<file path="config.mk">
export PLATFORM = sky130hd
export DESIGN_NAME = cagc_alu
export DESIGN_NICKNAME = d
export VERILOG_FILES = /design/src/rtl/cagc_pkg.sv /design/src/rtl/cagc_alu.sv
export SDC_FILE = /design/constraint.sdc
export NUM_CORES = 1
export LEC_CHECK = 0
export BUFFER_PORTS_ARGS = -buffer_cell sky130_fd_sc_hd__buf_2
export CAP_MARGIN = 30
export CORE_ASPECT_RATIO = 1.25
export CORE_MARGIN = 5
export CORE_UTILIZATION = 65
export DETAILED_ROUTE_END_ITERATION = 16
export GPL_TIMING_DRIVEN = 1
export PLACE_DENSITY = 0.83
export REMOVE_ABC_BUFFERS = 1
export SLEW_MARGIN = 30
export SYNTH_ARGS = -nofsm -noshare
export SYNTH_HDL_FRONTEND = slang
export SYNTH_SLANG_ARGS = --single-unit
</file>
<file path="constraint.sdc">
create_clock -name clk -period 14.7 [get_ports clk]
set_input_delay 2.94 -clock clk [delete_from_list [all_inputs] [get_ports clk]]
set_output_delay 2.94 -clock clk [all_outputs]
set_load 0.03 [all_outputs]
</file>
<file path="src/rtl/cagc_pkg.sv">
// shared types, constants and helpers for the cochlear agc smoothing loop
// no dependencies

package cagc_pkg;

	localparam int MAX_CHANNELS = 128;
	localparam int MAX_MICS     = 2;
	localparam int MAX_STAGES   = 4;
	localparam int WARMUP_SPAN  = 10;

	localparam int CH_W    = $clog2(MAX_CHANNELS);
	localparam int CNT_W   = CH_W + 1;
	localparam int MIC_W   = 1;
	localparam int STG_W   = (MAX_STAGES > 1) ? $clog2(MAX_STAGES) : 1;
	localparam int DET_AW  = MIC_W + CH_W;
	localparam int SMEM_AW = MIC_W + STG_W + CH_W;
	localparam int XS_AW   = 1 + CH_W;

	localparam int DW     = 24;
	localparam int DXW    = DW + 1;
	localparam int XW     = DW + 1;
	localparam int KW     = 17;
	localparam int PROD_W = DXW + KW + 1;
	localparam int WIDE_W = PROD_W + 1;
	localparam int CFG_W  = 48;
	localparam int REG_W  = 3;
	localparam int CHAN_REG_W = 8;
	localparam int MIC_REG_W  = 2;
	localparam int STG_REG_W  = 3;

	localparam int COEF_FRAC = 16;
	localparam int GAIN_FRAC = 12;
	localparam logic [KW-1:0] K_ONE = KW'(1 << COEF_FRAC);

	typedef logic signed [DW-1:0] data_t;
	typedef logic signed [XW-1:0] xsum_t;

	typedef enum logic [1:0] {
		CMD_LOAD   = 2'd0,
		CMD_UPDATE = 2'd1,
		CMD_READ   = 2'd2
	} cmd_t;

	typedef enum logic [REG_W-1:0] {
		REG_COEF0    = 3'd0,
		REG_COEF1    = 3'd1,
		REG_COEF2    = 3'd2,
		REG_COEF3    = 3'd3,
		REG_GAINS    = 3'd4,
		REG_CHANNELS = 3'd5,
		REG_MICS     = 3'd6,
		REG_STAGES   = 3'd7
	} reg_idx_t;

	localparam logic REPLY_ACK  = 1'b0;
	localparam logic REPLY_DATA = 1'b1;

	typedef enum logic [1:0] {
		PASS_WARM,
		PASS_BACK,
		PASS_FWD
	} pass_t;

	typedef enum logic [4:0] {
		ST_CLEAR,
		ST_IDLE,
		ST_READ,
		ST_A_RD,
		ST_A_X,
		ST_A_G,
		ST_A_RDC,
		ST_A_E,
		ST_A_WR,
		ST_S_RD,
		ST_S_OP,
		ST_S_UPD,
		ST_C_RD,
		ST_C_WR,
		ST_DONE,
		ST_WAIT
	} state_t;

	typedef struct packed {
		logic [1:0]       cmd;
		logic [MIC_W-1:0] mic;
		logic [CH_W-1:0]  channel;
		data_t            detect_value;
	} in_item_t;

	typedef struct packed {
		logic  reply_kind;
		data_t gain_sum;
	} out_item_t;

	typedef struct packed {
		logic          go;
		logic          toward;
		data_t         base;
		data_t         target;
		logic [KW-1:0] k;
	} alu_req_t;

	typedef struct packed {
		logic               det_we;
		logic [DET_AW-1:0]  det_waddr;
		data_t              det_wdata;
		logic [DET_AW-1:0]  det_raddr;
		logic               smem_we;
		logic [SMEM_AW-1:0] smem_addr;
		data_t              smem_wdata;
		logic               gsum_we;
		logic [DET_AW-1:0]  gsum_addr;
		data_t              gsum_wdata;
		logic               xsum_we;
		logic [XS_AW-1:0]   xsum_addr;
		xsum_t              xsum_wdata;
	} mem_req_t;

	function automatic data_t sat_data(input logic signed [WIDE_W-1:0] v);
		data_t r;
		if (v[WIDE_W-1:DW-1] == '0 || v[WIDE_W-1:DW-1] == '1) begin
			r = v[DW-1:0];
		end else if (v[WIDE_W-1]) begin
			r = {1'b1, {(DW-1){1'b0}}};
		end else begin
			r = {1'b0, {(DW-1){1'b1}}};
		end
		return r;
	endfunction

endpackage

</file>
<file path="src/rtl/cagc_alu.sv">
// shared multiply, round, add and saturate unit; the product is registered, then the saturated result
// depends on cagc_pkg

module cagc_alu import cagc_pkg::*; (
	input  logic     clk,
	input  logic     arst_n,
	input  alu_req_t req,
	output data_t    res
);

	logic signed [DXW-1:0]    opnd;
	logic signed [PROD_W-1:0] prod_s1;
	data_t                    base_s1;
	logic                     sh16_s1;
	logic                     v_s1;
	logic signed [PROD_W-1:0] rnd;
	logic signed [PROD_W-1:0] shf;
	logic signed [WIDE_W-1:0] total;
	data_t                    res_q;

	// toward: base + round(k * (target - base)), otherwise round(k * target)
	assign opnd = req.toward ? (DXW'(req.target) - DXW'(req.base)) : DXW'(req.target);

	always_ff @(posedge clk or negedge arst_n) begin
		if (!arst_n) begin
			v_s1 <= 1'b0;
		end else begin
			v_s1 <= req.go;
		end
	end

	always_ff @(posedge clk) begin
		if (req.go) begin
			prod_s1 <= opnd * $signed({1'b0, req.k});
			base_s1 <= req.toward ? req.base : '0;
			sh16_s1 <= req.toward;
		end
		if (v_s1) begin
			res_q <= sat_data(total);
		end
	end

	always_comb begin
		rnd   = sh16_s1 ? (prod_s1 + (PROD_W'(1) <<< (COEF_FRAC - 1)))
		                : (prod_s1 + (PROD_W'(1) <<< (GAIN_FRAC - 1)));
		shf   = sh16_s1 ? (rnd >>> COEF_FRAC) : (rnd >>> GAIN_FRAC);
		total = WIDE_W'(shf) + WIDE_W'(base_s1);
	end

	assign res = res_q;

endmodule

</file>
Word level (Yosys, flattened, before mapping)

Cells that the tools add are included.

Register bits after elaboration: 93
Latch bits: 0
Memory bits (writable): 0
Bits in read-only memories: 0
Bits of input ports: 69
Output and inout port bits: 24
Logic and storage cells: 18
Memories kept: 0

$add $sub $neg: 4
$mul: 1
Div/mod/pow operators: 0
$lt $le $gt $ge: 0
Equality and inequality tests: 1
Shifts and indexed selects: 0
Multiplexer cells: 5
Bitwise logic cells: 0
Reduce and logical (&&, ||, !) cells: 2

Operators with widths:

| cell                                           | count |
|---|---|
| two-way mux 24 bit                             | 2 |
| adder 43 x 13 -> 43 bit, second input constant | 1 |
| adder 43 x 17 -> 43 bit, second input constant | 1 |
| multiplier 25 x 18 -> 43 bit                   | 1 |
| two-way mux 43 bit                             | 1 |
| adder 31 x 24 -> 32 bit                        | 1 |
| two-way mux 30 bit                             | 1 |
| two-way mux 25 bit                             | 1 |
| subtractor 24 x 24 -> 25 bit                   | 1 |
| equality test 21 bit, second input constant    | 1 |
| logical NOT 21 bit                             | 1 |
| logical OR 1 bit                               | 1 |

Longest topological paths before layout

Gate-level depths: netlist of the first run.

Depth in word-level cells: 7
Depth in mapped cells: 37
Gate-level depth less buffers: 36

Worst setup path before layout of the first run

OpenSTA, ideal clock, no wires.

Path kind: input port to flip-flop
Start point: in req[17] (netlist bit)
End point: reg prod_s1[42], data pin
Library setup time: 0.260 ns
Arrival: 11.208 ns
Required time: 14.440 ns
Setup slack: 3.232 ns
Stages on the path: 35
Path buffers: 1
Cells stage by stage: inv_1 -> ha_1 -> fa_1 -> nor2b_1 -> o21ai_0 -> a21oi_1 -> o21ai_0 -> a21boi_0 -> o211ai_1 -> a21oi_1 -> o21ai_0 -> o31a_1 -> clkbuf_1 -> and2_1 -> fa_1 -> inv_1 -> fa_1 -> inv_1 -> fa_1 -> fa_1 -> fa_1 -> inv_1 -> fa_1 -> inv_1 -> ha_1 -> a21o_1 -> a21o_1 -> a21o_1 -> a21o_1 -> a21oi_1 -> o21ai_0 -> a2111oi_0 -> o31ai_1 -> a21oi_1 -> xnor2_1

Cells in the longest elaborated chain, start to end: 3

Ends and longest elaborated chain:

| item                             | RTL line       | source |
|---|---|---|
| from (decl)                      | cagc_alu.sv:7  | `input alu_req_t req,` |
| subtractor 24 x 24 -> 25 bit     | cagc_alu.sv:22 | `assign opnd = req.toward ? (DXW'(req.target) - DXW'(req.base)) : DXW'(req.target);` |
| two-way mux 25 bit (*)           | cagc_alu.sv:22 |  |
| multiplier 25 x 18 -> 43 bit (*) | cagc_alu.sv:34 | `prod_s1 <= opnd * $signed({1'b0, req.k});` |
| to (signal assigned)             | cagc_alu.sv:34 |  |
| to (decl)                        | cagc_alu.sv:12 | `logic signed [PROD_W-1:0] prod_s1;` |

Every way passes the cells marked *; elsewhere a longest branch is shown, timed or not.
A chain may end at the register's enable or synchronous reset.

Worst setup path after layout of the first run

Same ends and word-level chain as after synthesis.

==> summary.md, run 1 <==
| Metric | Value |
|---|---|
| Worst-path maximum fanout | 22 |
| Number of cells produced by synthesis | 2544 |
| Largest net degree at the start of global routing | 59 |
| Min Tclk post-route | 12720 ps |
| Worst slew pin tran | 964.2 ps |
| Count of pins over their slew limit | 0 |
| Worst EP arrival | ~13000 ps |
| EDFF count, synth | 81 |
| Synth-to-layout area growth | 4.539% |
| Vias per std cell | just under 6 |
| CP Depth | 35 |
| Drt total wl | between 50000 and 60000 um |
| CP Capture Type | flip-flop |
| Peak Freq | 78.63 MHz |
| Yosys top cell area share | 37.11% |
| Worst hold slack | 745.3 ps |
| GPL Wtd Cong | ~1 |
| Fraction of layout cells with a size suffix above 1 | roughly 7% |
| Final Hold Viols | 0 |
| Ys Warns | 0 |
| Multiplexer share of the synthesized area | less than 1% |
| Post-synthesis adder-cell area fraction | 45.92% |
| #FFs+latches synth | 82 |
| Most Frequent Cell on Critical Path | fa_1 |
| Post-synthesis average cell area | 8.820 um2 |
| Worst path bufs/invs | 6 |
| Compound-gate portion of the synthesized area | 9.964% |
| Antenna fix cells | 0 |
| Total negative slack | 0 ps |
| CTS tree | yes |
| Post-CTS setup buffer count | 0 |
| Number of cells on the worst hold path | 3 |
| Vias in the first global route | 18.90k |
| Via count | 17.72k |
| Critical path data required time | 14800 ps |
| Worst Reg2Reg Path Length in Cells | 19 |
| Final instance area | between 20000 and 25000 um2 |
| Final period utilization | 86.52% |
| Simple logic cell fraction of the synthesized area | 16.34% |
| Commonest cells post-synth | inv_1 (540), fa_1 (416), nand2_1 (308) |
| Slew headroom | 35.72% |
| First-pass GRT wire length | 94240 um |
| Largest cells by area after synthesis | fa_1 (37%), edfxtp_1 (11%), inv_1 (9.0%) |
| Largest family of logic cells by synthesized area | adder cells |
| DIE AREA | about 38000 um2 |
| Placed cell areas | 23170 um2 |
| Area leader, netlist | fa_1 |
| CTS Root Cell | clkbuf_16 |
| Die W | 176.2 um |
| Routed length per instance | 19.03 um |
| Type of the worst setup path | input port to flip-flop |
| RSZ-0062 raised after global routing | false |
| FFs w/ async S/R, synth | 1.220% |
| Worst-Skew Late Latency | between 300 and 400 ps |
| Overflow left after global routing | 0 |
| Layout Skew | 6.160 ps |
| Status | complete, no violations |
| Yosys cell types | 81 |
| Crit path largest cell delay | 660 ps |
| XOR/XNOR share of the synthesized area | 4.756% |
| # setup viols final | 0 |
| CTS Buffer Depth | 2 |
| Post-CTS resize count | 0 |
| Row count | 76 |
| Post-synthesis sequential area ratio | 10.95% |
| CTS clock-pin slew for the worst setup and hold paths | 70 ps |
| Initial antenna violation count | 0 |
| Final Net Count | 3179 |
| Residual DRC | 0 |
| Delay-heaviest family, CP | compound AO/OA/AOI/OAI gates |
| GRT Util Overall | 30.81% |
| Clock sink count | between 80 and 90 |
| Core Box Area | 34330 um2 |
| Post-DP HPWL | 45670 um |
| Post-synth top flop | edfxtp_1 |
| Critical Path Start Type | input port |
| DR pass1 iterations | 6 |
| Initial Util | 65.37% |
| Post-DRT Antenna Nets | 0 |
| Cts hold-fix bufs | 0 |
| Port Buffer Count | 92 |
| H-tree depth | 3 |
| Drt first-iter violations | about 1.3k |
| Max cap viols | 0 |
| CTS Buf Count | 9 |
| Most numerous cell in the Yosys netlist | inv_1 |
| Synthesized area | 22440 um2 |
| Slowest cell on the critical path | o31a_1 |
| Hold WC Path Type | flip-flop to flip-flop |
| Die Y-Extent | between 200 and 250 um |
| Io pins | 93 |
## routing by layer
layer	up-vias	part of all wire, %	GRT usage [%]
li1	7897	-	-
met1	8755	38	38.90
met2	889	49	52.92
met3	174	9.5	5.618
met4	0	3.9	11.91
met5	-	0	0
## registers in the layout, indices dropped and copies added (netlist names)
register / count
v_s1: 1
sh16_s1: 1
prod_s1: 32
res: 24
base_s1: 24
## cells by family (layout without fill, tap and decap cells)
kind of cell | Yosys count | after routing
compound gates | 317 | 317
simple gates | 766 | 766
xor+xnor | 121 | 121
flops | 82 | 82
fa+ha+maj | 574 | 574
buf+inv | 668 | 665
mux | 16 | 16
## worst register-to-register path: stages (launching register included)
cell       delay (ps)
edfxtp_1          430
nand3_1           220
nor3_1            370
and3_1            400
nand2_2           170
a2111oi_2         650
nand2b_1          210
nor3_1            250
xor2_1            250
nor2_1            120
a21oi_1           160
ha_1              310
a2111oi_0         590
a31oi_1           190
a41oi_2           210
xor2_1            260
nand4_1           180
o41ai_4           370
buf_4             320
o21ai_0           140
## area by class of cell
class / instances / area, um2
Tap cell: 468 / 585.6
Sequential cell: 82 / 2457
Clock buffer: 9 / 225.2
Timing Repair Buffer: 108 / 580.6
Multi-Input combinational cell: 1794 / 17520
Inverter: 541 / 2031
Fill cell: 2669 / 10870
Clock inverter: 7 / 61.31
## final timing paths
kind	startpoint	slack (ps)	to
setup / recovery	req[17]	1980	prod_s1[42]$_DFFE_PP_
hold / removal	base_s1[0]$_SDFFCE_PN0P_	750	res[0]$_DFFE_PP_
setup reg to reg	prod_s1[17]$_DFFE_PP_	8660	res[3]$_DFFE_PP_
hold reg to reg	base_s1[0]$_SDFFCE_PN0P_	750	res[0]$_DFFE_PP_
max in group asynchronous	arst_n	12280	v_s1$_DFF_PN0_
min in group asynchronous	arst_n	2340	v_s1$_DFF_PN0_
## cells in the final DEF (no fill, tap or decap), types with 15 or more instances in the layout
cell      count
buf_4        16
a21o_1       37
nand3_1      30
inv_1       540
o211ai_1     15
fa_1        416
nor2_1      133
and2_1      147
xor2_1       49
o21ai_0      53
nor3_1       46
xnor2_1      71
ha_1        157
o21a_1       23
and4_1       22
buf_2        92
edfxtp_1     81
a21oi_1      69
nand2_1     308
## stage by stage
stage | cells | util, % | worst slack (ps)
CTS | 3009 | 68.33 | 2138
floorplan | 2417 | - | 3072
global route | 3009 | 68.33 | 1512
finish | 3009 | 68.33 | 1982
detailed placement | 2993 | 67.50 | 1776
global placement | 2993 | 67.47 | 1966
Power of run 1 is not shown: default switching activity piles up to over one toggle a cycle in this logic, so the estimate is an artifact.
==> run 2, diff against run 1 <==
--- a/config.mk
+++ b/config.mk
@@ -13,7 +13,6 @@
 export DETAILED_ROUTE_END_ITERATION = 16
 export GPL_TIMING_DRIVEN = 1
 export PLACE_DENSITY = 0.83
-export REMOVE_ABC_BUFFERS = 1
 export SLEW_MARGIN = 30
 export SYNTH_ARGS = -nofsm -noshare
 export SYNTH_HDL_FRONTEND = slang
==> summary.md, run 2 (synthesized netlist as in run 1, its figures left out) <==
| Metric | Value |
|---|---|
| Drt first-iter violations | 1246 (-3.7%) |
| Slowest cell on the critical path | a2111oi_0 |
| GRT Util Overall | 30.51% (-0.31 points) |
| CTS Root Cell | clkbuf_16 |
| Initial antenna violation count | 0 (unchanged) |
| Via count | 17.74k (+0.16%) |
| Slew headroom | 32.36% (-3.4 points) |
| Status | complete, no violations |
| Worst EP arrival | 12790 ps (-30 ps) |
| Final Hold Viols | 0 (unchanged) |
| Layout Skew | 10.10 ps (+3.940 ps) |
| Final period utilization | 86.46% (about the same) |
| Most Frequent Cell on Critical Path | fa_1 |
| Port Buffer Count | 92 (unchanged) |
| Synthesized Nets | ~3.2k |
| Total negative slack | 0 ps (unchanged) |
| Final Util | 68.42% (+0.091 points) |
| Met1 usage | 37.24% (-1.7 points) |
| Core Box Area | 34330 um2 (unchanged) |
| Clock sink count | 82 (unchanged) |
| Worst-path maximum fanout | 22 (unchanged) |
| H-tree depth | 3 (unchanged) |
| Commonest cells after routing, fill and taps aside | inv_1 (540), fa_1 (416), nand2_1 (308) |
| Vias per std cell | 5.893 (about the same) |
| # setup viols final | 0 (unchanged) |
| Overflow left after global routing | 0 (unchanged) |
| Largest net degree at the start of global routing | 61 (+3.4%) |
| GR Util met3 | 5.358% (-0.26 points) |
| Synth-to-layout area growth | 4.678% |
| Post-CTS resize count | 0 (unchanged) |
| Fraction of layout cells with a size suffix above 1 | 7.118% (+0.073 points) |
| DIE AREA | 38360 um2 (unchanged) |
| Post-DRT Antenna Nets | 0 (unchanged) |
| CTS tree | yes |
| Placed cell areas | 23170 um2 (about the same) |
| Top Usage Layer GRT | met2 |
| Post-DP HPWL | 45770 um (+0.23%) |
| Largest Register | prod_s1 |
| Worst-Skew Late Latency | 350 ps (about the same) |
| Critical Path Start Type | input port |
| Crit path largest cell delay | 680 ps (+20 ps) |
| Peak Freq | 78.68 MHz (about the same) |
| Max FFs per register | 32 (unchanged) |
| DR pass1 iterations | 6 (unchanged) |
| Commonest non-fill, non-tap cell in the layout | inv_1 |
| Worst slew pin tran | 989.0 ps (+24.88 ps) |
| CTS Buffer Depth | 2 (unchanged) |
| Final instance area | 23490 um2 (+0.13%) |
| GPL Wtd Cong | 0.9789 (+0.47%) |
| Row count | 76 (unchanged) |
| Die Y-Extent | 217.7 um (unchanged) |
| Critical path data required time | 14780 ps (-20 ps) |
| Type of the worst setup path | input port to flip-flop |
| Vias in the first global route | 19.33k (+2.3%) |
| Min Tclk post-route | 12710 ps (-7.850 ps) |
| Cts hold-fix bufs | 0 (unchanged) |
| Routed length per instance | 18.98 um (-0.27%) |
| Global Route met2 Usage | 53.56% (+0.64 points) |
| Hold WC Path Type | flip-flop to flip-flop |
| Max cap viols | 0 (unchanged) |
| CP Capture Type | flip-flop |
| Initial Util | 65.37% (unchanged) |
| CTS clock-pin slew for the worst setup and hold paths | 70 ps (about the same) |
| Residual DRC | 0 (unchanged) |
| First-pass GRT wire length | 93580 um (-0.70%) |
| Die W | 176.2 um (unchanged) |
| Count of pins over their slew limit | 0 (unchanged) |
| Io pins | 93 (unchanged) |
| Post-CTS setup buffer count | 0 (unchanged) |
| Antenna fix cells | 0 (unchanged) |
| Drt total wl | 57150 um (-0.20%) |
| RSZ-0062 raised after global routing | false |
| Final Net Count | 3181 (+0.063%) |
| CTS Buf Count | 9 (unchanged) |
==> run 2: layer usage <==
metal,vias to the layer above,part of all wire (%)
met4,0,4.2
met3,188,8.8
li1,7908,-
met5,-,0
met2,847,50
met1,8800,37
==> run 2: final timing paths <==
path	startpoint	endpoint	slack, ps	cells after the start
hold / removal	base_s1[0]$_SDFFCE_PN0P_	res[0]$_DFFE_PP_	770	3
setup / recovery	req[17]	prod_s1[42]$_DFFE_PP_	1990	35
max in group asynchronous	arst_n	v_s1$_DFF_PN0_	12260	1
min in group asynchronous	arst_n	v_s1$_DFF_PN0_	2360	1
setup reg to reg	prod_s1[17]$_DFFE_PP_	res[4]$_DFFE_PP_	8790	19
hold reg to reg	base_s1[0]$_SDFFCE_PN0P_	res[0]$_DFFE_PP_	770	3
==> run 2: metrics by stage <==
step | hold slack [ps] | instances | setup slack, ps
after floorplan | 668.8 | 2544 | 3232
after global placement | 717.4 | 2995 | 1989
after detailed placement | 737.6 | 2995 | 1692
after CTS | 760.1 | 3011 | 2026
after global routing | 789.0 | 3011 | 1395
final | 765.9 | 3011 | 1990
==> run 2: area by class of cell <==
class | instances | area, um2
fillers | 2624 | 10840
well taps | 468 | 585.6
repair buffers | 110 | 595.6
multi-input cells | 1794 | 17510
flip-flops and latches | 82 | 2457
clock inverters | 7 | 86.33
inverters | 541 | 2031
clock buffers | 9 | 225.2
==> run 2: worst max-delay path: cells and delay by family <==
family / cells / cell delay (ps)
fa+ha+maj: 9 / 4210
buf+inv: 6 / 430
xor+xnor: 1 / 80
compound gates: 17 / 4670
simple gates: 2 / 450
Power of run 2 is left out for the same reason.
